<file path="src/sv/rlfpg_pkg.sv">
// shared types, pattern codes and constant tables for the rgb led pattern generator
// used by every module of the block; depends on nothing else
`default_nettype none

package rlfpg_pkg;

  localparam int TIME_BITS   = 48;
  localparam int PERIOD_BITS = 32;

  localparam int CODE_W  = 4;
  localparam int MOD_W   = 14;
  localparam int PCT_W   = 7;
  localparam int NB      = (TIME_BITS + 7) / 8;
  localparam int EL_PAD  = NB * 8;
  localparam int PROD_W  = 8 + MOD_W;
  localparam int Y_W     = $clog2(NB * 255 * 10000);
  localparam int RECIP_SHIFT = 40;
  localparam int Q_W     = Y_W + 32 - RECIP_SHIFT;
  localparam int REM_W   = MOD_W + 1;
  localparam int Q100_W  = PERIOD_BITS - 6;
  localparam int R100_W  = 7;
  localparam int IN_W    = ((CODE_W + TIME_BITS + 7) / 8) * 8;
  localparam int OUT_W   = 96;

  typedef logic [CODE_W-1:0]      code_t;
  typedef logic [TIME_BITS-1:0]   ms_t;
  typedef logic [MOD_W-1:0]       mod_t;
  typedef logic [PROD_W-1:0]      prod_t;
  typedef logic [Y_W-1:0]         y_t;
  typedef logic [Q_W-1:0]         q_t;
  typedef logic [REM_W-1:0]       rem_t;
  typedef logic [PCT_W-1:0]       pct_t;
  typedef logic [PERIOD_BITS-1:0] per_t;
  typedef logic [Q100_W-1:0]      q100_t;
  typedef logic [R100_W-1:0]      r100_t;

  // pattern codes
  localparam code_t PAT_NONE     = 4'd0;
  localparam code_t PAT_PRIV_REC = 4'd1;
  localparam code_t PAT_PRIV_UNK = 4'd2;
  localparam code_t PAT_VOICE    = 4'd3;
  localparam code_t PAT_BOOT     = 4'd4;
  localparam code_t PAT_PAIR     = 4'd5;
  localparam code_t PAT_UPDATE   = 4'd6;
  localparam code_t PAT_VALIDATE = 4'd7;
  localparam code_t PAT_RECOVERY = 4'd8;
  localparam code_t PAT_FAULT    = 4'd9;
  localparam code_t PAT_CHARGE   = 4'd10;
  localparam code_t PAT_LOWPOW   = 4'd11;
  localparam code_t PAT_READY    = 4'd12;
  localparam code_t PAT_DISCONN  = 4'd13;
  localparam code_t PAT_COUNT    = 4'd14;

  localparam logic ST_OK  = 1'b0;
  localparam logic ST_BAD = 1'b1;

  localparam logic [1:0] CFG_RED   = 2'd0;
  localparam logic [1:0] CFG_GREEN = 2'd1;
  localparam logic [1:0] CFG_BLUE  = 2'd2;

  localparam pct_t PCT_FULL  = 7'd100;
  localparam pct_t PCT_AMBER = 7'd30;
  localparam pct_t PCT_VOICE = 7'd50;
  localparam pct_t PCT_OFF   = 7'd0;

  localparam ms_t EL_SHORT = ms_t'(300);

  // floor(x / 100) for 32-bit x: (x * MAGIC100) >> 37
  localparam logic [31:0] MAGIC100 = 32'h51EB851F;
  localparam int MAGIC100_SHIFT = 37;
  // floor(x / 100) for x below 43690: (x * 5243) >> 19
  localparam logic [12:0] DIV100_MUL = 13'd5243;
  localparam int DIV100_SHIFT = 19;
  // floor(x / 10) for x below 16384: (x * 6554) >> 16
  localparam logic [12:0] DIV10_MUL = 13'd6554;
  localparam int DIV10_SHIFT = 16;

  typedef struct packed {
    code_t code;
    logic  inv;
    ms_t   el;
  } fe_t;

  typedef struct packed {
    q100_t q;
    r100_t r;
  } chan_scale_t;

  typedef chan_scale_t [2:0] scale_vec_t;

  // cycle length of each pattern; codes without a cycle take a harmless one
  function automatic mod_t pat_modulus(code_t c);
    mod_t m;
    unique case (c)
      PAT_BOOT:     m = mod_t'(2400);
      PAT_UPDATE:   m = mod_t'(2000);
      PAT_VALIDATE: m = mod_t'(1800);
      PAT_RECOVERY: m = mod_t'(3000);
      PAT_FAULT:    m = mod_t'(2450);
      PAT_CHARGE:   m = mod_t'(4000);
      PAT_LOWPOW:   m = mod_t'(10000);
      default:      m = mod_t'(500);
    endcase
    return m;
  endfunction

  // floor(2^40 / modulus)
  function automatic logic [31:0] pat_recip(code_t c);
    logic [31:0] r;
    unique case (c)
      PAT_BOOT:     r = 32'd458129844;
      PAT_UPDATE:   r = 32'd549755813;
      PAT_VALIDATE: r = 32'd610839793;
      PAT_RECOVERY: r = 32'd366503875;
      PAT_FAULT:    r = 32'd448780256;
      PAT_CHARGE:   r = 32'd274877906;
      PAT_LOWPOW:   r = 32'd109951162;
      default:      r = 32'd2199023255;
    endcase
    return r;
  endfunction

  typedef logic [NB-1:0][MOD_W-1:0] res_row_t;
  typedef res_row_t [15:0] res_tab_t;

  // 2^(8*i) mod modulus for every code and byte position
  function automatic res_tab_t build_res_tab();
    res_tab_t tab;
    int unsigned m;
    int unsigned r;
    tab = '0;
    for (int c = 0; c < 16; c++) begin
      m = int'(pat_modulus(code_t'(c)));
      r = 1;
      for (int i = 0; i < NB; i++) begin
        tab[c][i] = mod_t'(r);
        for (int k = 0; k < 8; k++) begin
          r = r * 2;
          if (r >= m) r = r - m;
        end
      end
    end
    return tab;
  endfunction

  localparam res_tab_t RES_TAB = build_res_tab();

endpackage

`default_nettype wire

</file>
<file path="src/sv/rlfpg_front.sv">
// front end: accepts updates, tracks current pattern and start time, computes elapsed time
// depends on rlfpg_pkg; feeds rlfpg_fifo
`default_nettype none

module rlfpg_front (
  input  wire logic                  clk,
  input  wire logic                  rst_n,
  input  wire logic                  in_tvalid,
  output logic                       in_tready,
  input  wire logic [rlfpg_pkg::IN_W-1:0] in_tdata,
  input  wire logic                  q_full,
  output logic                       push,
  output rlfpg_pkg::fe_t             push_data
);

  rlfpg_pkg::code_t cur_r, cur_nxt;
  rlfpg_pkg::ms_t   start_r, start_nxt;
  rlfpg_pkg::code_t code;
  rlfpg_pkg::ms_t   now;
  logic             inv;
  logic             change;

  assign code      = in_tdata[rlfpg_pkg::CODE_W-1:0];
  assign now       = in_tdata[rlfpg_pkg::CODE_W +: rlfpg_pkg::TIME_BITS];
  assign in_tready = !q_full;
  assign push      = in_tvalid && in_tready;
  assign inv       = (code >= rlfpg_pkg::PAT_COUNT);
  assign change    = !inv && (code != cur_r);

  always_comb begin
    cur_nxt   = cur_r;
    start_nxt = start_r;
    if (push && change) begin
      cur_nxt   = code;
      start_nxt = now;
    end
  end

  always_ff @(posedge clk) begin
    if (!rst_n) begin
      cur_r   <= rlfpg_pkg::PAT_NONE;
      start_r <= '0;
    end else begin
      cur_r   <= cur_nxt;
      start_r <= start_nxt;
    end
  end

  // a fresh pattern starts at zero, and time running backwards clamps to zero
  always_comb begin
    push_data.code = code;
    push_data.inv  = inv;
    if (change || now < start_r) push_data.el = '0;
    else push_data.el = now - start_r;
  end

  a_inv_keeps_state: assert property (@(posedge clk) disable iff (!rst_n)
    push && inv |=> $stable(cur_r) && $stable(start_r))
    else $error("invalid code changed pattern state");

  a_valid_sets_code: assert property (@(posedge clk) disable iff (!rst_n)
    push && !inv |=> cur_r == $past(code))
    else $error("current pattern does not follow accepted code");

endmodule

`default_nettype wire

</file>
<file path="config.mk">
export PLATFORM = sky130hd
export DESIGN_NAME = rlfpg_front
export DESIGN_NICKNAME = d
export VERILOG_FILES = /design/src/sv/rlfpg_pkg.sv /design/src/sv/rlfpg_front.sv
export SDC_FILE = /design/constraint.sdc
export NUM_CORES = 1
export LEC_CHECK = 0
export BUFFER_PORTS_ARGS = -buffer_cell sky130_fd_sc_hd__buf_2
export CAP_MARGIN = 20
export CORE_ASPECT_RATIO = 1.5
export CORE_MARGIN = 2
export CORE_UTILIZATION = 60
export CTS_CLUSTER_DIAMETER = 30
export DETAILED_ROUTE_END_ITERATION = 8
export MAX_ROUTING_LAYER = met4
export PLACE_DENSITY = 0.93
export SYNTH_ARGS = -nofsm -noshare
export SYNTH_HDL_FRONTEND = slang
export SYNTH_SLANG_ARGS = --single-unit
</file>
<file path="constraint.sdc">
create_clock -name clk -period 7.95 [get_ports clk]
set_input_delay 1.9875 -clock clk [delete_from_list [all_inputs] [get_ports clk]]
set_output_delay 1.9875 -clock clk [all_outputs]
set_load 0.03 [all_outputs]
</file>
==> out/metrics.csv <==
metric,value,unit
cpPeakStageDelay,0.48,ns
fin_hold_ws,0.466,ns
cts_tree,built,
cts_buffers,5,
dr_wl_met2,7210,µm
ios,115,
num_vias,5377,
dp_slack,0.917,ns
synth_cells,755,
synth_ff_type,dfxtp_1,
ys_seq_elements,52,
die_y,118,µm
wl_per_cell,14.3,µm
fin_crit,7.10,ns
synthTopCellsByCount,"nand2_1, nor2_1, inv_1",
synth_top_area_share,19.9,%
crit_chain,"buf_2, inv_1, ha_1, inv_1, fa_1, a21oi_2, o21ai_1, a41oi_1, o211ai_1, a21o_1, a31oi_4, buf_4, nor3_1, buf_2",
clk_latency,0.30,ns
p_per_area,152,nW/µm²
placedCellCount,927,
synthTopCellsByArea,"dfxtp_1, ha_1, nand2_1",
netlist_area,5230,µm²
hpwlAfterDp,10100,µm
path_max_fanout,21,
dr_wl_met3,686,µm
clk_pin_slew,0.07,ns
drt_iter0_drc,309,
place_congestion,0.940,
period_share,89.3,%
wirelength_met1,5070,µm
tightest_slew,1.07,ns
fin_skew,0.00424,ns
grt_pass1_wl,22000,µm
post_cts_resized,0,
drive_gt1_share,16.5,%
maxSlewViolCount,0,
die_x,80.2,µm
antenna_found_initial,1,
hold_path.class,flip-flop to flip-flop,
hold_viol,0,
io_buffers,110,
rsz0062_at_grt,false,
fin_setup_tns,0,ns
cts.sinks,52,
post_cts_buffers,0,
synth_area_leader_cell,dfxtp_1,
cts_buffer_depth,2,
avgSynthCellArea,6.93,µm²
layout_setup_ws,0.849,ns
h-tree-depth,2,
final_cells,936,
critPathLaunchType,input pin,
critical_path_class,input pin to output port,
start_util,61.8,%
cp_slowest_cell,a41oi_1,
grt.total_usage,29.1,%
leakagePower,2.51,nW
viasPerCell,5.74,
yosysMostFrequentCell,nand2_1,
slew_headroom,28.9,%
grt_overflow,0,
crit_arrival,5.11,ns
wl,13400,µm
postCtsHoldBufs,0,
yosysWarningCount,0,
clock-root-buffer,clkbuf_16,
outcome,"complete, no violations",
core_area,8460,µm²
total_power,0.000898,W
max_freq,141,MHz
syn2layout_area_growth,12.8,%
grt_pass1_vias,5181,
drv_cap,0,
drc,0,
rows,41,
synth-seq-area-share,19.9,%
grt_start_max_net_pins,53,
finalSetupViolCount,0,
syn_nets,864,
die_area,9490,µm²
cp.required,5.96,ns
synth-edff-count,0,
top_layer,met4,
drt_pass1_iterations,5,
ys_types,55,
synthArstFlopShare,0,%
endpoint_kind,output port,
fin_nets,936,
ant_nets,0,
peakVddDrop,0.0942,mV
-- cell type report --
class                      instances  area, µm²
fill                             745       2560
multi-input combinational        597       3770
antenna                            1       2.50
inverter                          58        218
clock buffer                       6        129
clock inverter                     2       35.0
sequential                        52       1040
timing repair buffer             113        573
tap                              107        134
-- per-stage QoR --
step / utilization [%] / area [µm²]
4_1_cts: 69.7 / 5900
2_1_floorplan: - / 5230
6_report: 69.7 / 5900
3_5_place_dp: 67.7 / 5730
5_1_grt: 69.7 / 5900
3_3_place_gp: 67.7 / 5730
-- placed cells by master (no fill, tap or decap), types with 6 or more instances in the layout --
cell type / instances
and2_1: 7
o21bai_1: 6
nand2_1: 145
nor2b_1: 9
dfxtp_1: 52
xnor2_1: 27
xor2_1: 14
buf_2: 110
nor3_1: 8
inv_1: 58
o21a_1: 6
a21oi_1: 55
and3_1: 7
nor2_1: 60
a21boi_0: 57
o21ai_0: 35
nand4_1: 14
o211ai_1: 7
ha_1: 48
nand3_1: 13
nand2b_1: 8
a21o_1: 16
-- routing by layer --
| metal | global-route usage, % | up-vias |
|---|---|---|
| met4 | 13.3 | 0 |
| li1 | - | 2719 |
| met3 | 3.74 | 41 |
| met5 | - | - |
| met1 | 30.0 | 2427 |
| met2 | 53.2 | 190 |
-- critical path: cells and delay by family --
family                   cells  cell delay, ns
AND/OR/NAND/NOR              1            0.12
adder cells (fa/ha/maj)      2            0.60
buffers and inverters        5            0.76
AO/OA/AOI/OAI                6            1.63
-- state kept, by name, indices dropped and copies added, names as in the netlist --
| register | count |
|---|---|
| cur_r | 4 |
| start_r | 48 |
-- cell families after synthesis --
group | Yosys count | synth area share [%]
adder cells (fa/ha/maj) | 49 | 11.9
AND/OR/NAND/NOR | 284 | 23.9
flip-flops | 52 | 19.9
multiplexers | 5 | 1.00
buffers and inverters | 106 | 8.40
XOR/XNOR | 41 | 6.87
AO/OA/AOI/OAI | 218 | 28.1
-- power by group --
part,internal [W],switching (W)
Sequential,0.000273,0.00000618
Combinational,0.000136,0.000230
Clock,0.000149,0.000104
Total,0.000558,0.000340
-- worst paths after layout --
path / startpoint / endpoint / slack [ns] / depth (start not counted)
worst max-delay path: in_tdata[4] / push_data[5] / 0.85 / 14
worst min-delay path: start_r[5]$_SDFFE_PN0P_ / start_r[5]$_SDFFE_PN0P_ / 0.47 / 2
worst max register to register: cur_r[0]$_SDFFE_PN0P_ / start_r[26]$_SDFFE_PN0P_ / 5.57 / 5
worst min register to register: start_r[5]$_SDFFE_PN0P_ / start_r[5]$_SDFFE_PN0P_ / 0.47 / 2
Note: power is estimated with default switching activity, not from simulation.
