==> config.mk <==
export PLATFORM = sky130hd
export DESIGN_NAME = rlfpg_cfg
export DESIGN_NICKNAME = d
export VERILOG_FILES = /design/src/sv/rlfpg_pkg.sv /design/src/sv/rlfpg_cfg.sv
export SDC_FILE = /design/constraint.sdc
export NUM_CORES = 2
export LEC_CHECK = 0
export ABC_AREA = 1
export ABC_CLOCK_PERIOD_IN_PS = 6800
export BUFFER_PORTS_ARGS = -buffer_cell sky130_fd_sc_hd__buf_2
export CAP_MARGIN = 25
export CORE_MARGIN = 10
export CORE_UTILIZATION = 53
export DETAILED_ROUTE_END_ITERATION = 16
export PLACE_DENSITY = 0.69
export SLEW_MARGIN = 10
export SYNTH_ARGS = -nofsm -noshare
export SYNTH_HDL_FRONTEND = slang
export SYNTH_SLANG_ARGS = --single-unit
==> constraint.sdc <==
create_clock -name clk -period 6.8 [get_ports clk]
set_input_delay 0.68 -clock clk [delete_from_list [all_inputs] [get_ports clk]]
set_output_delay 0.68 -clock clk [all_outputs]
set_load 0.02 [all_outputs]
==> src/sv/rlfpg_pkg.sv <==
// shared types, pattern codes and constant tables for the rgb led pattern generator
// used by every module of the block; depends on nothing else
`default_nettype none

package rlfpg_pkg;

  localparam int TIME_BITS   = 48;
  localparam int PERIOD_BITS = 32;

  localparam int CODE_W  = 4;
  localparam int MOD_W   = 14;
  localparam int PCT_W   = 7;
  localparam int NB      = (TIME_BITS + 7) / 8;
  localparam int EL_PAD  = NB * 8;
  localparam int PROD_W  = 8 + MOD_W;
  localparam int Y_W     = $clog2(NB * 255 * 10000);
  localparam int RECIP_SHIFT = 40;
  localparam int Q_W     = Y_W + 32 - RECIP_SHIFT;
  localparam int REM_W   = MOD_W + 1;
  localparam int Q100_W  = PERIOD_BITS - 6;
  localparam int R100_W  = 7;
  localparam int IN_W    = ((CODE_W + TIME_BITS + 7) / 8) * 8;
  localparam int OUT_W   = 96;

  typedef logic [CODE_W-1:0]      code_t;
  typedef logic [TIME_BITS-1:0]   ms_t;
  typedef logic [MOD_W-1:0]       mod_t;
  typedef logic [PROD_W-1:0]      prod_t;
  typedef logic [Y_W-1:0]         y_t;
  typedef logic [Q_W-1:0]         q_t;
  typedef logic [REM_W-1:0]       rem_t;
  typedef logic [PCT_W-1:0]       pct_t;
  typedef logic [PERIOD_BITS-1:0] per_t;
  typedef logic [Q100_W-1:0]      q100_t;
  typedef logic [R100_W-1:0]      r100_t;

  // pattern codes
  localparam code_t PAT_NONE     = 4'd0;
  localparam code_t PAT_PRIV_REC = 4'd1;
  localparam code_t PAT_PRIV_UNK = 4'd2;
  localparam code_t PAT_VOICE    = 4'd3;
  localparam code_t PAT_BOOT     = 4'd4;
  localparam code_t PAT_PAIR     = 4'd5;
  localparam code_t PAT_UPDATE   = 4'd6;
  localparam code_t PAT_VALIDATE = 4'd7;
  localparam code_t PAT_RECOVERY = 4'd8;
  localparam code_t PAT_FAULT    = 4'd9;
  localparam code_t PAT_CHARGE   = 4'd10;
  localparam code_t PAT_LOWPOW   = 4'd11;
  localparam code_t PAT_READY    = 4'd12;
  localparam code_t PAT_DISCONN  = 4'd13;
  localparam code_t PAT_COUNT    = 4'd14;

  localparam logic ST_OK  = 1'b0;
  localparam logic ST_BAD = 1'b1;

  localparam logic [1:0] CFG_RED   = 2'd0;
  localparam logic [1:0] CFG_GREEN = 2'd1;
  localparam logic [1:0] CFG_BLUE  = 2'd2;

  localparam pct_t PCT_FULL  = 7'd100;
  localparam pct_t PCT_AMBER = 7'd30;
  localparam pct_t PCT_VOICE = 7'd50;
  localparam pct_t PCT_OFF   = 7'd0;

  localparam ms_t EL_SHORT = ms_t'(300);

  // floor(x / 100) for 32-bit x: (x * MAGIC100) >> 37
  localparam logic [31:0] MAGIC100 = 32'h51EB851F;
  localparam int MAGIC100_SHIFT = 37;
  // floor(x / 100) for x below 43690: (x * 5243) >> 19
  localparam logic [12:0] DIV100_MUL = 13'd5243;
  localparam int DIV100_SHIFT = 19;
  // floor(x / 10) for x below 16384: (x * 6554) >> 16
  localparam logic [12:0] DIV10_MUL = 13'd6554;
  localparam int DIV10_SHIFT = 16;

  typedef struct packed {
    code_t code;
    logic  inv;
    ms_t   el;
  } fe_t;

  typedef struct packed {
    q100_t q;
    r100_t r;
  } chan_scale_t;

  typedef chan_scale_t [2:0] scale_vec_t;

  // cycle length of each pattern; codes without a cycle take a harmless one
  function automatic mod_t pat_modulus(code_t c);
    mod_t m;
    unique case (c)
      PAT_BOOT:     m = mod_t'(2400);
      PAT_UPDATE:   m = mod_t'(2000);
      PAT_VALIDATE: m = mod_t'(1800);
      PAT_RECOVERY: m = mod_t'(3000);
      PAT_FAULT:    m = mod_t'(2450);
      PAT_CHARGE:   m = mod_t'(4000);
      PAT_LOWPOW:   m = mod_t'(10000);
      default:      m = mod_t'(500);
    endcase
    return m;
  endfunction

  // floor(2^40 / modulus)
  function automatic logic [31:0] pat_recip(code_t c);
    logic [31:0] r;
    unique case (c)
      PAT_BOOT:     r = 32'd458129844;
      PAT_UPDATE:   r = 32'd549755813;
      PAT_VALIDATE: r = 32'd610839793;
      PAT_RECOVERY: r = 32'd366503875;
      PAT_FAULT:    r = 32'd448780256;
      PAT_CHARGE:   r = 32'd274877906;
      PAT_LOWPOW:   r = 32'd109951162;
      default:      r = 32'd2199023255;
    endcase
    return r;
  endfunction

  typedef logic [NB-1:0][MOD_W-1:0] res_row_t;
  typedef res_row_t [15:0] res_tab_t;

  // 2^(8*i) mod modulus for every code and byte position
  function automatic res_tab_t build_res_tab();
    res_tab_t tab;
    int unsigned m;
    int unsigned r;
    tab = '0;
    for (int c = 0; c < 16; c++) begin
      m = int'(pat_modulus(code_t'(c)));
      r = 1;
      for (int i = 0; i < NB; i++) begin
        tab[c][i] = mod_t'(r);
        for (int k = 0; k < 8; k++) begin
          r = r * 2;
          if (r >= m) r = r - m;
        end
      end
    end
    return tab;
  endfunction

  localparam res_tab_t RES_TAB = build_res_tab();

endpackage

`default_nettype wire

==> src/sv/rlfpg_cfg.sv <==
// period registers and their precomputed split into quotient and remainder by 100
// depends on rlfpg_pkg
`default_nettype none

module rlfpg_cfg (
  input  wire logic                   clk,
  input  wire logic                   rst_n,
  input  wire logic                   cfg_we,
  input  wire logic [1:0]             cfg_index,
  input  wire logic [31:0]            cfg_wdata,
  output rlfpg_pkg::scale_vec_t       scale
);

  rlfpg_pkg::per_t  period_r [3];
  rlfpg_pkg::q100_t q100_r   [3];
  rlfpg_pkg::r100_t r100_r   [3];
  logic [rlfpg_pkg::PERIOD_BITS+31:0] mul [3];
  rlfpg_pkg::per_t  back     [3];

  always_ff @(posedge clk) begin
    if (!rst_n) begin
      for (int c = 0; c < 3; c++) period_r[c] <= '0;
    end else if (cfg_we) begin
      unique case (cfg_index)
        rlfpg_pkg::CFG_RED:   period_r[0] <= rlfpg_pkg::per_t'(cfg_wdata);
        rlfpg_pkg::CFG_GREEN: period_r[1] <= rlfpg_pkg::per_t'(cfg_wdata);
        rlfpg_pkg::CFG_BLUE:  period_r[2] <= rlfpg_pkg::per_t'(cfg_wdata);
        default: ;
      endcase
    end
  end

  // quotient registered from the period, then remainder registered from the period and that quotient
  always_comb begin
    for (int c = 0; c < 3; c++) begin
      mul[c]  = period_r[c] * rlfpg_pkg::MAGIC100;
      back[c] = rlfpg_pkg::per_t'(q100_r[c]) * rlfpg_pkg::per_t'(7'd100);
    end
  end

  always_ff @(posedge clk) begin
    for (int c = 0; c < 3; c++) begin
      q100_r[c] <= rlfpg_pkg::q100_t'(mul[c] >> rlfpg_pkg::MAGIC100_SHIFT);
      r100_r[c] <= rlfpg_pkg::r100_t'(period_r[c] - back[c]);
    end
  end

  always_comb begin
    for (int c = 0; c < 3; c++) begin
      scale[c].q = q100_r[c];
      scale[c].r = r100_r[c];
    end
  end

endmodule

`default_nettype wire

==> impl_metrics.py <==
metrics = {
    "routing": {
        "wl_per_cell_um": 21.7,
        "drt_wl_total_um": 210000,
        "initialDrtViolationCount": 4033,
        "wl_met1_um": 91100,
        "route.antenna.remaining_nets": 0,
        "vias": 48600,
        "dr.pass1.iters": 8,
        "avgViaCountPerCell": 5.01,
        "route.detailed.drc": 0,
        "highest_layer": "met5",
        "wl_met3_um": 19900,
        "routed-wl-met2_um": 90700,
    },
    "synth": {
        "yosysTopAreaCell": "fa_1",
        "synth_top_area_share_pct": 36.8,
        "synth_nets": 10100,
        "synth_cell_types": 29,
        "yosys-top-cells-area": "fa_1, ha_1, inv_1",
        "netlist_area_um2": 63700,
        "synth_edf_count": 96,
        "synth_most_common_cell": "inv_1",
        "synth-main-ff-cell": "dfxtp_1",
        "ys_top_cells_by_count": "inv_1, nand2_1, ha_1, fa_1, nor2_1",
        "synth_warnings": 0,
        "ys_ff_latch": 195,
        "syn_area_per_cell_um2": 8.26,
        "synth_async_sr_flop_share_pct": 0,
        "syn_inst": 7717,
        "ys_seq_area_share_pct": 7.64,
    },
    "clock_network": {
        "cts.path.max_buffers": 2,
        "cts-hold-fix-buffers": 0,
        "cts_tree": "yes",
        "clk_pin_slew_worst_paths_ps": 100,
        "root_buffer": "clkbuf_16",
        "clock_sinks": 195,
        "clkLatencyLatePin_ps": 570,
        "htreeDepth": 4,
        "cts_buffers": 17,
    },
    "timing": {
        "relSlewSlack_pct": 24.2,
        "period_share_pct": 97.2,
        "setup_viol": 0,
        "worst_slew_pin_slew_ps": 1140,
        "max_freq_mhz": 151,
        "setup_slack_ps": 193,
        "clock-skew-final_ps": 23.2,
        "drv_slew": 0,
        "rsz0062_at_grt": "false",
        "setup_tns_ps": 0,
        "hold_viol": 0,
        "post-route-min-period_ps": 6610,
    },
    "critical_path": {
        "crit_fanout": 6,
        "end_kind": "register",
        "startpoint_type": "register",
        "crit_slowest_cell": "fa_1",
        "crit_arrival_ps": 7070,
        "cpPeakStageDelay_ps": 600,
        "required_ps": 7260,
        "setup.worst_path.class": "reg -> reg",
        "worstPathCellList": "inv_1, fa_1, inv_1, ha_1, fa_1, inv_1, fa_1, inv_1, fa_1, fa_1, fa_1, inv_1, fa_1, inv_1, ha_1, nand2_1, nor2_2, nand2_1, inv_1, a21oi_1, nand2_2, nand2_1, nand3_1, nand2_1",
        "path_delay_family": "adder cells",
        "critPathBufInv": 7,
        "r2r_setup_slack_ps": 190,
    },
    "placement": {
        "gp_congestion": 1.03,
        "dp.cells": 9564,
        "place_hpwl_um": 192000,
        "portBuffers": 135,
        "post-place-ws_ps": -35.3,
    },
    "run_status": {
        "status": "finished clean",
    },
    "global_routing": {
        "grt_max_degree": 33,
        "grt_pass1_wl_um": 316000,
        "grtUsageTotal_pct": 31.7,
        "antenna_found_initial": 18,
        "first_global_vias": 50900,
        "grt.overflow.total": 0,
    },
    "layout": {
        "nets": 10500,
        "final_cells": 9689,
        "area_delta_synth_final_pct": 7.71,
        "layout-drive-gt1-share_pct": 5.62,
    },
    "job": {
        "maxCapViolCount": 0,
    },
    "floorplan": {
        "rows": 127,
        "io_pins": 136,
        "start_util_pct": 53.2,
        "die_area_um2": 134000,
        "dieHeight_um": 367,
        "die_w_um": 367,
        "coreArea_um2": 120000,
    },
    "min_path": {
        "worstHoldPathType": "reg -> reg",
    },
}
-- state kept, by name, summed over array words and instances, names as in the netlist --
signal and cells:
period_r 96, r100_r 21, q100_r 78
-- cell families after synthesis --
family	count (synthesis)	share of synthesized area [%]
buffers and inverters	2742	16.2
adder cells (fa/ha/maj)	2364	60.2
AND/OR/NAND/NOR	2212	14.1
flip-flops	195	7.64
AO/OA/AOI/OAI	171	1.43
XOR/XNOR	33	0.454
-- cell usage in the layout (no fill, tap or decap), types with 4 or more instances in the layout --
cell type  instances
inv_1           2730
ha_1            1192
buf_2            135
edfxtp_1          96
fa_1            1170
inv_2              9
xnor2_1           18
nand3b_1           4
nor3_1            25
nor3_2            25
buf_12            11
nand4_1           44
clkbuf_16         17
nor2_2            31
clkinv_8           5
a21oi_1          122
dfxtp_1           99
and2_1             4
buf_4            178
nor2_1           280
xor2_1            15
o21ai_0           24
nand2_1         1616
diode_2            5
o21bai_1          21
nand2_2           21
nand3_1          152
-- per-stage QoR --
step | cell area (µm²) | hold slack, ps | util (%)
after floorplan | 63700 | 554 | -
after global placement | 67200 | 522 | 56.1
after detailed placement | 67200 | 537 | 56.1
after CTS | 67900 | 558 | 56.7
after global routing | 68600 | 581 | 57.3
final | 68600 | 569 | 57.4
-- final cells by class --
| type | count | area [µm²] |
|---|---|---|
| Fill cell | 11100 | 51000 |
| Multi-Input combinational cell | 4780 | 48600 |
| Inverter | 2739 | 10300 |
| Sequential cell | 195 | 4860 |
| Timing Repair Buffer | 326 | 2260 |
| Tap cell | 1612 | 2020 |
| Clock buffer | 17 | 425 |
| Clock inverter | 15 | 178 |
| Antenna cell | 5 | 12.5 |
-- routing by layer --
layer	up-vias	GRT usage, %
met2	1634	48.2
met5	-	0
li1	23000	-
met3	301	8.99
met4	8	10.6
met1	23700	43.3
-- what timing repair did --
| item | CTS | global route |
|---|---|---|
| setup buffers | 9 | 79 |
| hold endpoints to repair | 0 | 0 |
| setup endpoints to repair | 2 | 36 |
| resized for setup | 0 | 8 |
-- worst paths after layout --
path                         to           start  cells past startpoint
hold / removal     r100_r[0][0]  period_r[0][0]                      0
setup / recovery  q100_r[0][25]  period_r[0][4]                     24
hold reg to reg    r100_r[0][0]  period_r[0][0]                      0
setup reg to reg  q100_r[0][25]  period_r[0][4]                     24
Power is left out: the tool's default activity adds up to more than one toggle a clock period on the data nets, which glitch-free logic cannot reach.
