$ cat src/sv/rlfpg_pkg.sv
// shared types, pattern codes and constant tables for the rgb led pattern generator
// used by every module of the block; depends on nothing else
`default_nettype none

package rlfpg_pkg;

  localparam int TIME_BITS   = 48;
  localparam int PERIOD_BITS = 32;

  localparam int CODE_W  = 4;
  localparam int MOD_W   = 14;
  localparam int PCT_W   = 7;
  localparam int NB      = (TIME_BITS + 7) / 8;
  localparam int EL_PAD  = NB * 8;
  localparam int PROD_W  = 8 + MOD_W;
  localparam int Y_W     = $clog2(NB * 255 * 10000);
  localparam int RECIP_SHIFT = 40;
  localparam int Q_W     = Y_W + 32 - RECIP_SHIFT;
  localparam int REM_W   = MOD_W + 1;
  localparam int Q100_W  = PERIOD_BITS - 6;
  localparam int R100_W  = 7;
  localparam int IN_W    = ((CODE_W + TIME_BITS + 7) / 8) * 8;
  localparam int OUT_W   = 96;

  typedef logic [CODE_W-1:0]      code_t;
  typedef logic [TIME_BITS-1:0]   ms_t;
  typedef logic [MOD_W-1:0]       mod_t;
  typedef logic [PROD_W-1:0]      prod_t;
  typedef logic [Y_W-1:0]         y_t;
  typedef logic [Q_W-1:0]         q_t;
  typedef logic [REM_W-1:0]       rem_t;
  typedef logic [PCT_W-1:0]       pct_t;
  typedef logic [PERIOD_BITS-1:0] per_t;
  typedef logic [Q100_W-1:0]      q100_t;
  typedef logic [R100_W-1:0]      r100_t;

  // pattern codes
  localparam code_t PAT_NONE     = 4'd0;
  localparam code_t PAT_PRIV_REC = 4'd1;
  localparam code_t PAT_PRIV_UNK = 4'd2;
  localparam code_t PAT_VOICE    = 4'd3;
  localparam code_t PAT_BOOT     = 4'd4;
  localparam code_t PAT_PAIR     = 4'd5;
  localparam code_t PAT_UPDATE   = 4'd6;
  localparam code_t PAT_VALIDATE = 4'd7;
  localparam code_t PAT_RECOVERY = 4'd8;
  localparam code_t PAT_FAULT    = 4'd9;
  localparam code_t PAT_CHARGE   = 4'd10;
  localparam code_t PAT_LOWPOW   = 4'd11;
  localparam code_t PAT_READY    = 4'd12;
  localparam code_t PAT_DISCONN  = 4'd13;
  localparam code_t PAT_COUNT    = 4'd14;

  localparam logic ST_OK  = 1'b0;
  localparam logic ST_BAD = 1'b1;

  localparam logic [1:0] CFG_RED   = 2'd0;
  localparam logic [1:0] CFG_GREEN = 2'd1;
  localparam logic [1:0] CFG_BLUE  = 2'd2;

  localparam pct_t PCT_FULL  = 7'd100;
  localparam pct_t PCT_AMBER = 7'd30;
  localparam pct_t PCT_VOICE = 7'd50;
  localparam pct_t PCT_OFF   = 7'd0;

  localparam ms_t EL_SHORT = ms_t'(300);

  // floor(x / 100) for 32-bit x: (x * MAGIC100) >> 37
  localparam logic [31:0] MAGIC100 = 32'h51EB851F;
  localparam int MAGIC100_SHIFT = 37;
  // floor(x / 100) for x below 43690: (x * 5243) >> 19
  localparam logic [12:0] DIV100_MUL = 13'd5243;
  localparam int DIV100_SHIFT = 19;
  // floor(x / 10) for x below 16384: (x * 6554) >> 16
  localparam logic [12:0] DIV10_MUL = 13'd6554;
  localparam int DIV10_SHIFT = 16;

  typedef struct packed {
    code_t code;
    logic  inv;
    ms_t   el;
  } fe_t;

  typedef struct packed {
    q100_t q;
    r100_t r;
  } chan_scale_t;

  typedef chan_scale_t [2:0] scale_vec_t;

  // cycle length of each pattern; codes without a cycle take a harmless one
  function automatic mod_t pat_modulus(code_t c);
    mod_t m;
    unique case (c)
      PAT_BOOT:     m = mod_t'(2400);
      PAT_UPDATE:   m = mod_t'(2000);
      PAT_VALIDATE: m = mod_t'(1800);
      PAT_RECOVERY: m = mod_t'(3000);
      PAT_FAULT:    m = mod_t'(2450);
      PAT_CHARGE:   m = mod_t'(4000);
      PAT_LOWPOW:   m = mod_t'(10000);
      default:      m = mod_t'(500);
    endcase
    return m;
  endfunction

  // floor(2^40 / modulus)
  function automatic logic [31:0] pat_recip(code_t c);
    logic [31:0] r;
    unique case (c)
      PAT_BOOT:     r = 32'd458129844;
      PAT_UPDATE:   r = 32'd549755813;
      PAT_VALIDATE: r = 32'd610839793;
      PAT_RECOVERY: r = 32'd366503875;
      PAT_FAULT:    r = 32'd448780256;
      PAT_CHARGE:   r = 32'd274877906;
      PAT_LOWPOW:   r = 32'd109951162;
      default:      r = 32'd2199023255;
    endcase
    return r;
  endfunction

  typedef logic [NB-1:0][MOD_W-1:0] res_row_t;
  typedef res_row_t [15:0] res_tab_t;

  // 2^(8*i) mod modulus for every code and byte position
  function automatic res_tab_t build_res_tab();
    res_tab_t tab;
    int unsigned m;
    int unsigned r;
    tab = '0;
    for (int c = 0; c < 16; c++) begin
      m = int'(pat_modulus(code_t'(c)));
      r = 1;
      for (int i = 0; i < NB; i++) begin
        tab[c][i] = mod_t'(r);
        for (int k = 0; k < 8; k++) begin
          r = r * 2;
          if (r >= m) r = r - m;
        end
      end
    end
    return tab;
  endfunction

  localparam res_tab_t RES_TAB = build_res_tab();

endpackage

`default_nettype wire

$ cat src/sv/rlfpg_fifo.sv
// two-entry queue between front end and back end
// depends on rlfpg_pkg
`default_nettype none

module rlfpg_fifo (
  input  wire logic           clk,
  input  wire logic           rst_n,
  input  wire logic           push,
  input  wire rlfpg_pkg::fe_t push_data,
  input  wire logic           pop,
  output rlfpg_pkg::fe_t      rd_data,
  output logic                full,
  output logic                empty
);

  rlfpg_pkg::fe_t mem_r [2];
  logic       wr_ptr_r, wr_ptr_nxt;
  logic       rd_ptr_r, rd_ptr_nxt;
  logic [1:0] count_r, count_nxt;

  assign full    = (count_r == 2'd2);
  assign empty   = (count_r == 2'd0);
  assign rd_data = mem_r[rd_ptr_r];

  always_comb begin
    wr_ptr_nxt = push ? !wr_ptr_r : wr_ptr_r;
    rd_ptr_nxt = pop ? !rd_ptr_r : rd_ptr_r;
    count_nxt  = count_r + {1'b0, push} - {1'b0, pop};
  end

  always_ff @(posedge clk) begin
    if (!rst_n) begin
      wr_ptr_r <= 1'b0;
      rd_ptr_r <= 1'b0;
      count_r  <= 2'd0;
    end else begin
      wr_ptr_r <= wr_ptr_nxt;
      rd_ptr_r <= rd_ptr_nxt;
      count_r  <= count_nxt;
    end
  end

  always_ff @(posedge clk) begin
    if (push) mem_r[wr_ptr_r] <= push_data;
  end

  a_no_overflow: assert property (@(posedge clk) disable iff (!rst_n)
    full |-> !push)
    else $error("push into full queue");

endmodule

`default_nettype wire

$ cat config.mk
export PLATFORM = sky130hd
export DESIGN_NAME = rlfpg_fifo
export DESIGN_NICKNAME = d
export VERILOG_FILES = /design/src/sv/rlfpg_pkg.sv /design/src/sv/rlfpg_fifo.sv
export SDC_FILE = /design/constraint.sdc
export NUM_CORES = 1
export LEC_CHECK = 0
export ABC_AREA = 1
export BUFFER_PORTS_ARGS = -buffer_cell sky130_fd_sc_hd__buf_2
export CAP_MARGIN = 20
export CORE_ASPECT_RATIO = 0.6
export CORE_MARGIN = 2
export CORE_UTILIZATION = 30
export DETAILED_ROUTE_END_ITERATION = 12
export HOLD_SLACK_MARGIN = 0.12
export PLACE_DENSITY = 0.56
export REMOVE_ABC_BUFFERS = 1
export SLEW_MARGIN = 20
export SYNTH_ARGS = -nofsm -noshare
export SYNTH_HDL_FRONTEND = slang
export SYNTH_SLANG_ARGS = --single-unit
$ cat constraint.sdc
create_clock -name clk -period 3.4 [get_ports clk]
set_clock_uncertainty 0.2 [all_clocks]
set_input_delay 0.17 -clock clk [delete_from_list [all_inputs] [get_ports clk]]
set_output_delay 0.17 -clock clk [all_outputs]
set_load 0.02 [all_outputs]
==> impl_metrics.py, run 1 <==
metrics = {
    "pwr": {
        "power.switching_w": 0.000692,
        "p_sw_frac": 0.226,
        "power_density_nw_per_um2": 519,
        "p_int_w": 0.00237,
        "p_seq_frac": 0.531,
        "clock_power_share": 0.337,
        "combPwrFrac": 0.132,
        "p_leak_nw": 2.35,
        "ir_worst_vdd_uv": 248,
    },
    "global_routing": {
        "grt_usage": 0.100,
        "grt_pass1_vias": 2338,
        "antenna_found_initial": 0,
        "grt_pass1_wl_mm": 11.7,
        "grt_max_degree": 54,
        "grt-ovfl-total": 0,
    },
    "timing": {
        "setup_viol_count_final": 0,
        "fin_crit_sh": 0.680,
        "slew_headroom": 0.331,
        "final.setup.tns_ns": 0,
        "rsz0062_at_grt": "false",
        "hold_viol_final": 0,
        "fmax_mhz": 433,
        "drv_slew": 0,
        "min_period_ns": 2.31,
        "tightest_slew_ns": 1.00,
    },
    "job": {
        "drv_cap": 0,
    },
    "synth": {
        "netlist_instances": 198,
        "mappedNetlistArea_sq_um": 4300,
        "synth.avg_cell_area_sq_um": 21.7,
        "ys_ff_latch": 111,
        "yosys_warnings": 0,
        "synthDistinctLibCells": 12,
        "ys_seq_area_frac": 0.763,
    },
    "clocking": {
        "cts.sinks": 111,
        "cts_tree": "done",
        "cts_resized": 0,
        "htree_levels": 3,
        "clockBufferDepth": 2,
        "cts.clk_slew.worst_paths_ns": 0.07,
        "cts_buffers": 9,
        "clk_latency_ns": 0.34,
        "clock-root-buffer": "clkbuf_16",
    },
    "placed_design": {
        "gp_congestion": 0.694,
        "dp_cells": 498,
        "place_hpwl_mm": 4.97,
        "portBuffers": 111,
    },
    "worst_setup_path": {
        "cp_cell_sequence": "mux2_2 > buf_2",
        "path_max_fanout": 53,
        "crit_path_start_kind": "flop",
        "path_depth": 2,
        "cp_num_buf_inv": 1,
        "slowest_delay_ns": 1.02,
        "critPathRequiredTime_ns": 3.03,
        "cpMaxStageDelayCell": "dfxtp_4",
        "critPathTopFamily": "flip-flops",
        "cp-end-kind": "primary output",
        "arrival_ns": 1.94,
        "crit_type": "flop to primary output",
        "worstRegToRegCells": 7,
    },
    "route": {
        "drc": 0,
        "via_per_inst": 4.01,
        "wl_per_cell_microns": 13.7,
        "finalWirelength_mm": 7.83,
        "num_vias": 2292,
        "antenna_left": 0,
        "firstDrtPassIters": 4,
        "drtIter0Drc": 104,
    },
    "cells_and_area": {
        "area_growth_pct": 36.9,
        "drive_above_1_share": 0.488,
        "final_cells": 571,
        "layout.nets": 433,
        "antenna_cells": 0,
        "fillers": 1245,
    },
    "die": {
        "core_sq_um": 13800,
        "die_width_microns": 159,
        "die_h_microns": 96.8,
        "die-area_sq_um": 15400,
        "rows": 33,
        "io_pins": 112,
        "initial_core_util": 0.311,
    },
    "outcome": {
        "status": "complete, no violations",
    },
    "hold_path": {
        "min_delay_path_depth": 2,
        "hold_class": "flop to flop",
    },
}
==> cell families (layout without fill, tap and decap cells) <==
logic type | after synthesis | in the layout | share of synthesized area
flip-flops | 111 | 111 | 0.763
buffers and inverters | 13 | 194 | 0.0320
AND/OR/NAND/NOR | 18 | 18 | 0.0160
AO/OA/AOI/OAI | 1 | 1 | 0.00116
multiplexers | 53 | 53 | 0.182
adder cells (fa/ha/maj) | 2 | 2 | 0.00581
==> final cells by class <==
cell class	count	area, sq um	share of cell area
sequential	111	3290	0.558
timing repair buffer	171	1150	0.195
multi-input combinational	74	891	0.151
tap	192	240	0.0408
clock buffer	10	229	0.0389
clock inverter	6	68.8	0.0117
inverter	7	26.3	0.00446
==> routing by layer <==
metal	vias to the layer above	wire length, microns	global-route usage
met4	0	63	0.0208
met5	-	0	0
met1	1093	3710	0.129
met2	85	3340	0.153
met3	8	718	0.0515
li1	1106	-	-
==> worst reg2reg max path, stage by stage, from the launching register on <==
cell and delay (ns):
dfxtp_1 0.35, inv_1 0.05, ha_1 0.27, inv_1 0.04
ha_1 0.26, nand2_1 0.06, dlygate4sd3_1 0.54, inv_1 0.03
==> cell usage in the layout, fill, tap and decap left out <==
master,Yosys,layout
clkinvlp_4,0,1
inv_1,7,6
buf_4,0,3
inv_6,0,2
a21oi_1,1,1
mux2_4,50,50
clkinv_4,0,1
dlygate4sd3_1,0,57
nor2_1,9,8
edfxtp_1,106,106
bufinv_16,0,1
mux2_2,3,3
nor2_4,0,1
clkbuf_1,0,1
nand2_1,8,8
buf_2,0,111
dfxtp_1,5,4
inv_2,0,1
clkbuf_16,0,9
clkinv_2,0,1
nand3_1,1,1
ha_1,2,2
dfxtp_4,0,1
==> what timing repair did <==
action                                  4_1_cts  5_1_grt
hold endpoints to repair                    111        0
endpoints found under the setup margin        0        0
hold buffers                                 57        0
buffers inserted                              0        0
==> metrics by stage <==
step                      total power [W]  hold slack (ns)  utilization  setup slack (ns)  cell area, sq um
after global routing              0.00319            0.327        0.426             0.965              5890
final                             0.00306            0.302        0.426              1.09              5890
after CTS                         0.00310            0.311        0.426              1.03              5890
after global placement            0.00200            0.158        0.363              1.41              5020
after floorplan                   0.00188           0.0635            -             0.193              4190
after detailed placement          0.00201            0.161        0.363              1.41              5020
==> cell usage after synthesis, drive strengths merged <==
cell type	n	area share
a21oi	1	0.0012
buf	6	0.026
dfxtp	5	0.023
edfxtp	106	0.74
ha	2	0.0058
inv	7	0.0061
mux2	53	0.18
nand2	8	0.0070
nand3	1	0.0012
nor2	9	0.0078
==> sequential cells by signal (all words and copies together), names as in the netlist, named ones only <==
register / count
rd_ptr_r: 1
mem_r: 106
wr_ptr_r: 1
count_r: 2
==> final timing paths <==
check,to,from,slack (ns)
max,rd_data[1],flop,1.09
min,flop,rd_ptr_r$_SDFFE_PN0P_,0.30
max reg2reg,count_r[0]$_SDFF_PN0_,count_r[0]$_SDFF_PN0_,1.50
min reg2reg,flop,rd_ptr_r$_SDFFE_PN0P_,0.30
==> power groups by stage <==
stage / logic (W) / clock network [W] / registers (W)
floorplan: 0.000234 / 0 / 0.00165
global placement: 0.000349 / 0 / 0.00165
detailed placement: 0.000355 / 0 / 0.00166
CTS: 0.000410 / 0.00107 / 0.00163
global route: 0.000436 / 0.00112 / 0.00163
finish: 0.000404 / 0.00103 / 0.00162
No activity file was read; power rests on OpenSTA's default activity.
==> run 2: changes to the inputs <==
--- a/config.mk
+++ b/config.mk
@@ -13,7 +13,7 @@
 export CORE_UTILIZATION = 30
 export DETAILED_ROUTE_END_ITERATION = 12
 export HOLD_SLACK_MARGIN = 0.12
-export PLACE_DENSITY = 0.56
+export PLACE_DENSITY = 0.54
 export REMOVE_ABC_BUFFERS = 1
 export SLEW_MARGIN = 20
 export SYNTH_ARGS = -nofsm -noshare
==> constraint.sdc (replaced) <==
create_clock -name clk -period 2.3 [get_ports clk]
set_clock_uncertainty 0.2 [all_clocks]
set_input_delay 0.115 -clock clk [delete_from_list [all_inputs] [get_ports clk]]
set_output_delay 0.115 -clock clk [all_outputs]
set_load 0.02 [all_outputs]
==> run 2 against run 1 <==
Compared with the run above:
- flip-flop and latch count stayed put
- hold slack worse by 0.0092 ns
- die area unchanged
- global-route usage is 0.48 points higher
- final cell count increased by 0.53%
- critical endpoint is now count_r[0]$_SDFF_PN0_
- largest cell class unchanged
- largest power group unchanged
==> impl_metrics.py, run 2 (synthesized netlist as in run 1, its figures left out) <==
metrics = {
    "global_routing": {
        "grt_pass1_wl_mm": 12.0,
        "grt_max_degree": 29,
        "grt-ovfl-total": 0,
        "antenna_found_initial": 0,
        "grt_pass1_vias": 2328,
        "grt_usage": 0.105,
    },
    "clocking": {
        "cts_tree": "done",
        "cts.clk_slew.worst_paths_ns": 0.07,
        "htree_levels": 3,
        "clockBufferDepth": 2,
        "cts_buffers": 9,
        "clock-root-buffer": "clkbuf_16",
        "clk_latency_ns": 0.33,
        "cts_setup_buffers": 0,
        "cts.sinks": 111,
    },
    "timing": {
        "final.setup.tns_ns": 0,
        "hold_viol_final": 0,
        "min_period_ns": 1.98,
        "rsz0062_at_grt": "false",
        "fmax_mhz": 505,
        "drv_slew": 0,
        "tightest_slew_ns": 0.417,
        "setup_viol_count_final": 0,
        "worst_slack_ns": 0.320,
        "slew_headroom": 0.722,
        "fin_crit_sh": 0.861,
    },
    "cells_and_area": {
        "largest_reg_flops": 106,
        "drive_above_1_share": 0.490,
        "area_growth_pct": 37.4,
        "mostFrequentLayoutCell": "buf_2",
        "antenna_cells": 0,
        "top_regs": "mem_r: 106 flops, count_r: 2 flops",
        "regMostFlops": "mem_r",
        "layout_common_cells": "buf_2 (111), edfxtp_1 (106), dlygate4sd3_1 (57)",
        "layout.nets": 436,
    },
    "die": {
        "die_width_microns": 159,
        "die-area_sq_um": 15400,
        "io_pins": 112,
        "core_sq_um": 13800,
        "rows": 33,
        "initial_core_util": 0.311,
        "die_h_microns": 96.8,
    },
    "outcome": {
        "status": "complete, no violations",
    },
    "route": {
        "finalWirelength_mm": 8.07,
        "drtIter0Drc": 107,
        "firstDrtPassIters": 4,
        "num_vias": 2312,
        "drc": 0,
        "wl_per_cell_microns": 14.1,
        "antenna_left": 0,
        "via_per_inst": 4.03,
    },
    "pwr": {
        "p_seq_frac": 0.536,
        "ir_worst_vdd_uv": 308,
        "p_leak_nw": 2.36,
        "clock_power_share": 0.320,
        "p_sw_frac": 0.233,
        "power.switching_w": 0.00103,
        "combPwrFrac": 0.143,
        "power_density_nw_per_um2": 748,
        "p_int_w": 0.00339,
    },
    "worst_setup_path": {
        "cp-end-kind": "flop",
        "critPathRequiredTime_ns": 2.33,
        "cpMaxStageDelayCell": "dlygate4sd3_1",
        "slowest_delay_ns": 0.55,
        "rr_startpoint": "count_r[0]$_SDFF_PN0_",
        "rrSetupSlack_ns": 0.37,
        "worstRegToRegCells": 7,
        "path_max_fanout": 3,
        "r2r-end": "count_r[0]$_SDFF_PN0_",
        "crit_type": "input port to flop",
        "cp_cell_sequence": "dlygate4sd3_1 > buf_2 > ha_1 > inv_1 > ha_1 > nand2_1 > dlygate4sd3_1 > inv_1",
        "crit_path_start_kind": "input port",
        "arrival_ns": 2.01,
    },
    "hold_path": {
        "min_to": "mem_r[1][39]$_DFFE_PP_",
        "min_from": "push_data[39]",
        "min_delay_path_depth": 2,
        "hold_class": "input port to flop",
    },
    "placed_design": {
        "preCtsSetupSlack_ns": 0.743,
        "place_hpwl_mm": 5.18,
        "portBuffers": 111,
        "gp_congestion": 0.671,
    },
    "job": {
        "drv_cap": 0,
    },
}
==> run 2: cell count changes in the layout (fill, tap and decap cells not counted), sizes merged <==
cell,before,now
bufinv,1,0
inv,9,10
buf,114,117
==> run 2: cell type report <==
| cell class | instances | area [sq um] |
|---|---|---|
| timing repair buffer | 174 | 1200 |
| clock buffer | 10 | 229 |
| tap | 192 | 240 |
| inverter | 7 | 26.3 |
| fill | 1253 | 7920 |
| multi-input combinational | 74 | 891 |
| clock inverter | 6 | 42.5 |
| sequential | 111 | 3290 |
==> run 2: timing repair <==
| action | CTS | global route |
|---|---|---|
| resized for setup | 0 | 0 |
| endpoints found under the hold margin | 111 | 0 |
| hold buffers | 57 | 0 |
==> run 2: worst max path at each step <==
| stage | startpoint | endpoint | slack, ns | cells after the start |
|---|---|---|---|---|
| after floorplan | wr_ptr_r$_SDFFE_PN0P_ | mem_r[0][0]$_DFFE_PP_ | -0.91 | 1 |
| after global placement | flop | rd_data[3] | 0.75 | 3 |
| after detailed placement | flop | rd_data[10] | 0.74 | 3 |
| after CTS | pop | count_r[0]$_SDFF_PN0_ | 0.35 | 8 |
| after global routing | pop | count_r[0]$_SDFF_PN0_ | 0.29 | 8 |
| final | pop | count_r[0]$_SDFF_PN0_ | 0.32 | 8 |
==> run 2: metrics by stage <==
step,hold WS (ns),utilization,std cells,cell area [sq um],power [W]
floorplan,0.00845,-,192,4190,0.00278
global placement,0.103,0.367,501,5070,0.00297
detailed placement,0.107,0.367,501,5070,0.00298
CTS,0.277,0.427,574,5910,0.00449
global route,0.280,0.427,574,5910,0.00462
finish,0.293,0.427,574,5910,0.00442
==> run 2: worst max-delay path, delay by kind of cell <==
| family | cells | cell delay (ns) |
|---|---|---|
| buffers and inverters | 5 | 1.30 |
| adders and majority gates | 2 | 0.53 |
| and+or+nand+nor | 1 | 0.07 |
==> run 2: power groups by stage <==
stage / sequential, W / clock [W] / combinational (W)
global route: 0.00238 / 0.00155 / 0.000685
finish: 0.00237 / 0.00142 / 0.000634
detailed placement: 0.00242 / 0 / 0.000563
floorplan: 0.00244 / 0 / 0.000346
CTS: 0.00237 / 0.00147 / 0.000643
global placement: 0.00242 / 0 / 0.000558
==> run 2: per-layer routing <==
metal,GRT usage,part of all wire,vias up
met4,0.0270,0.0052,0
met5,0,0,-
met2,0.160,0.45,89
met1,0.137,0.46,1103
met3,0.0479,0.089,6
li1,-,-,1114
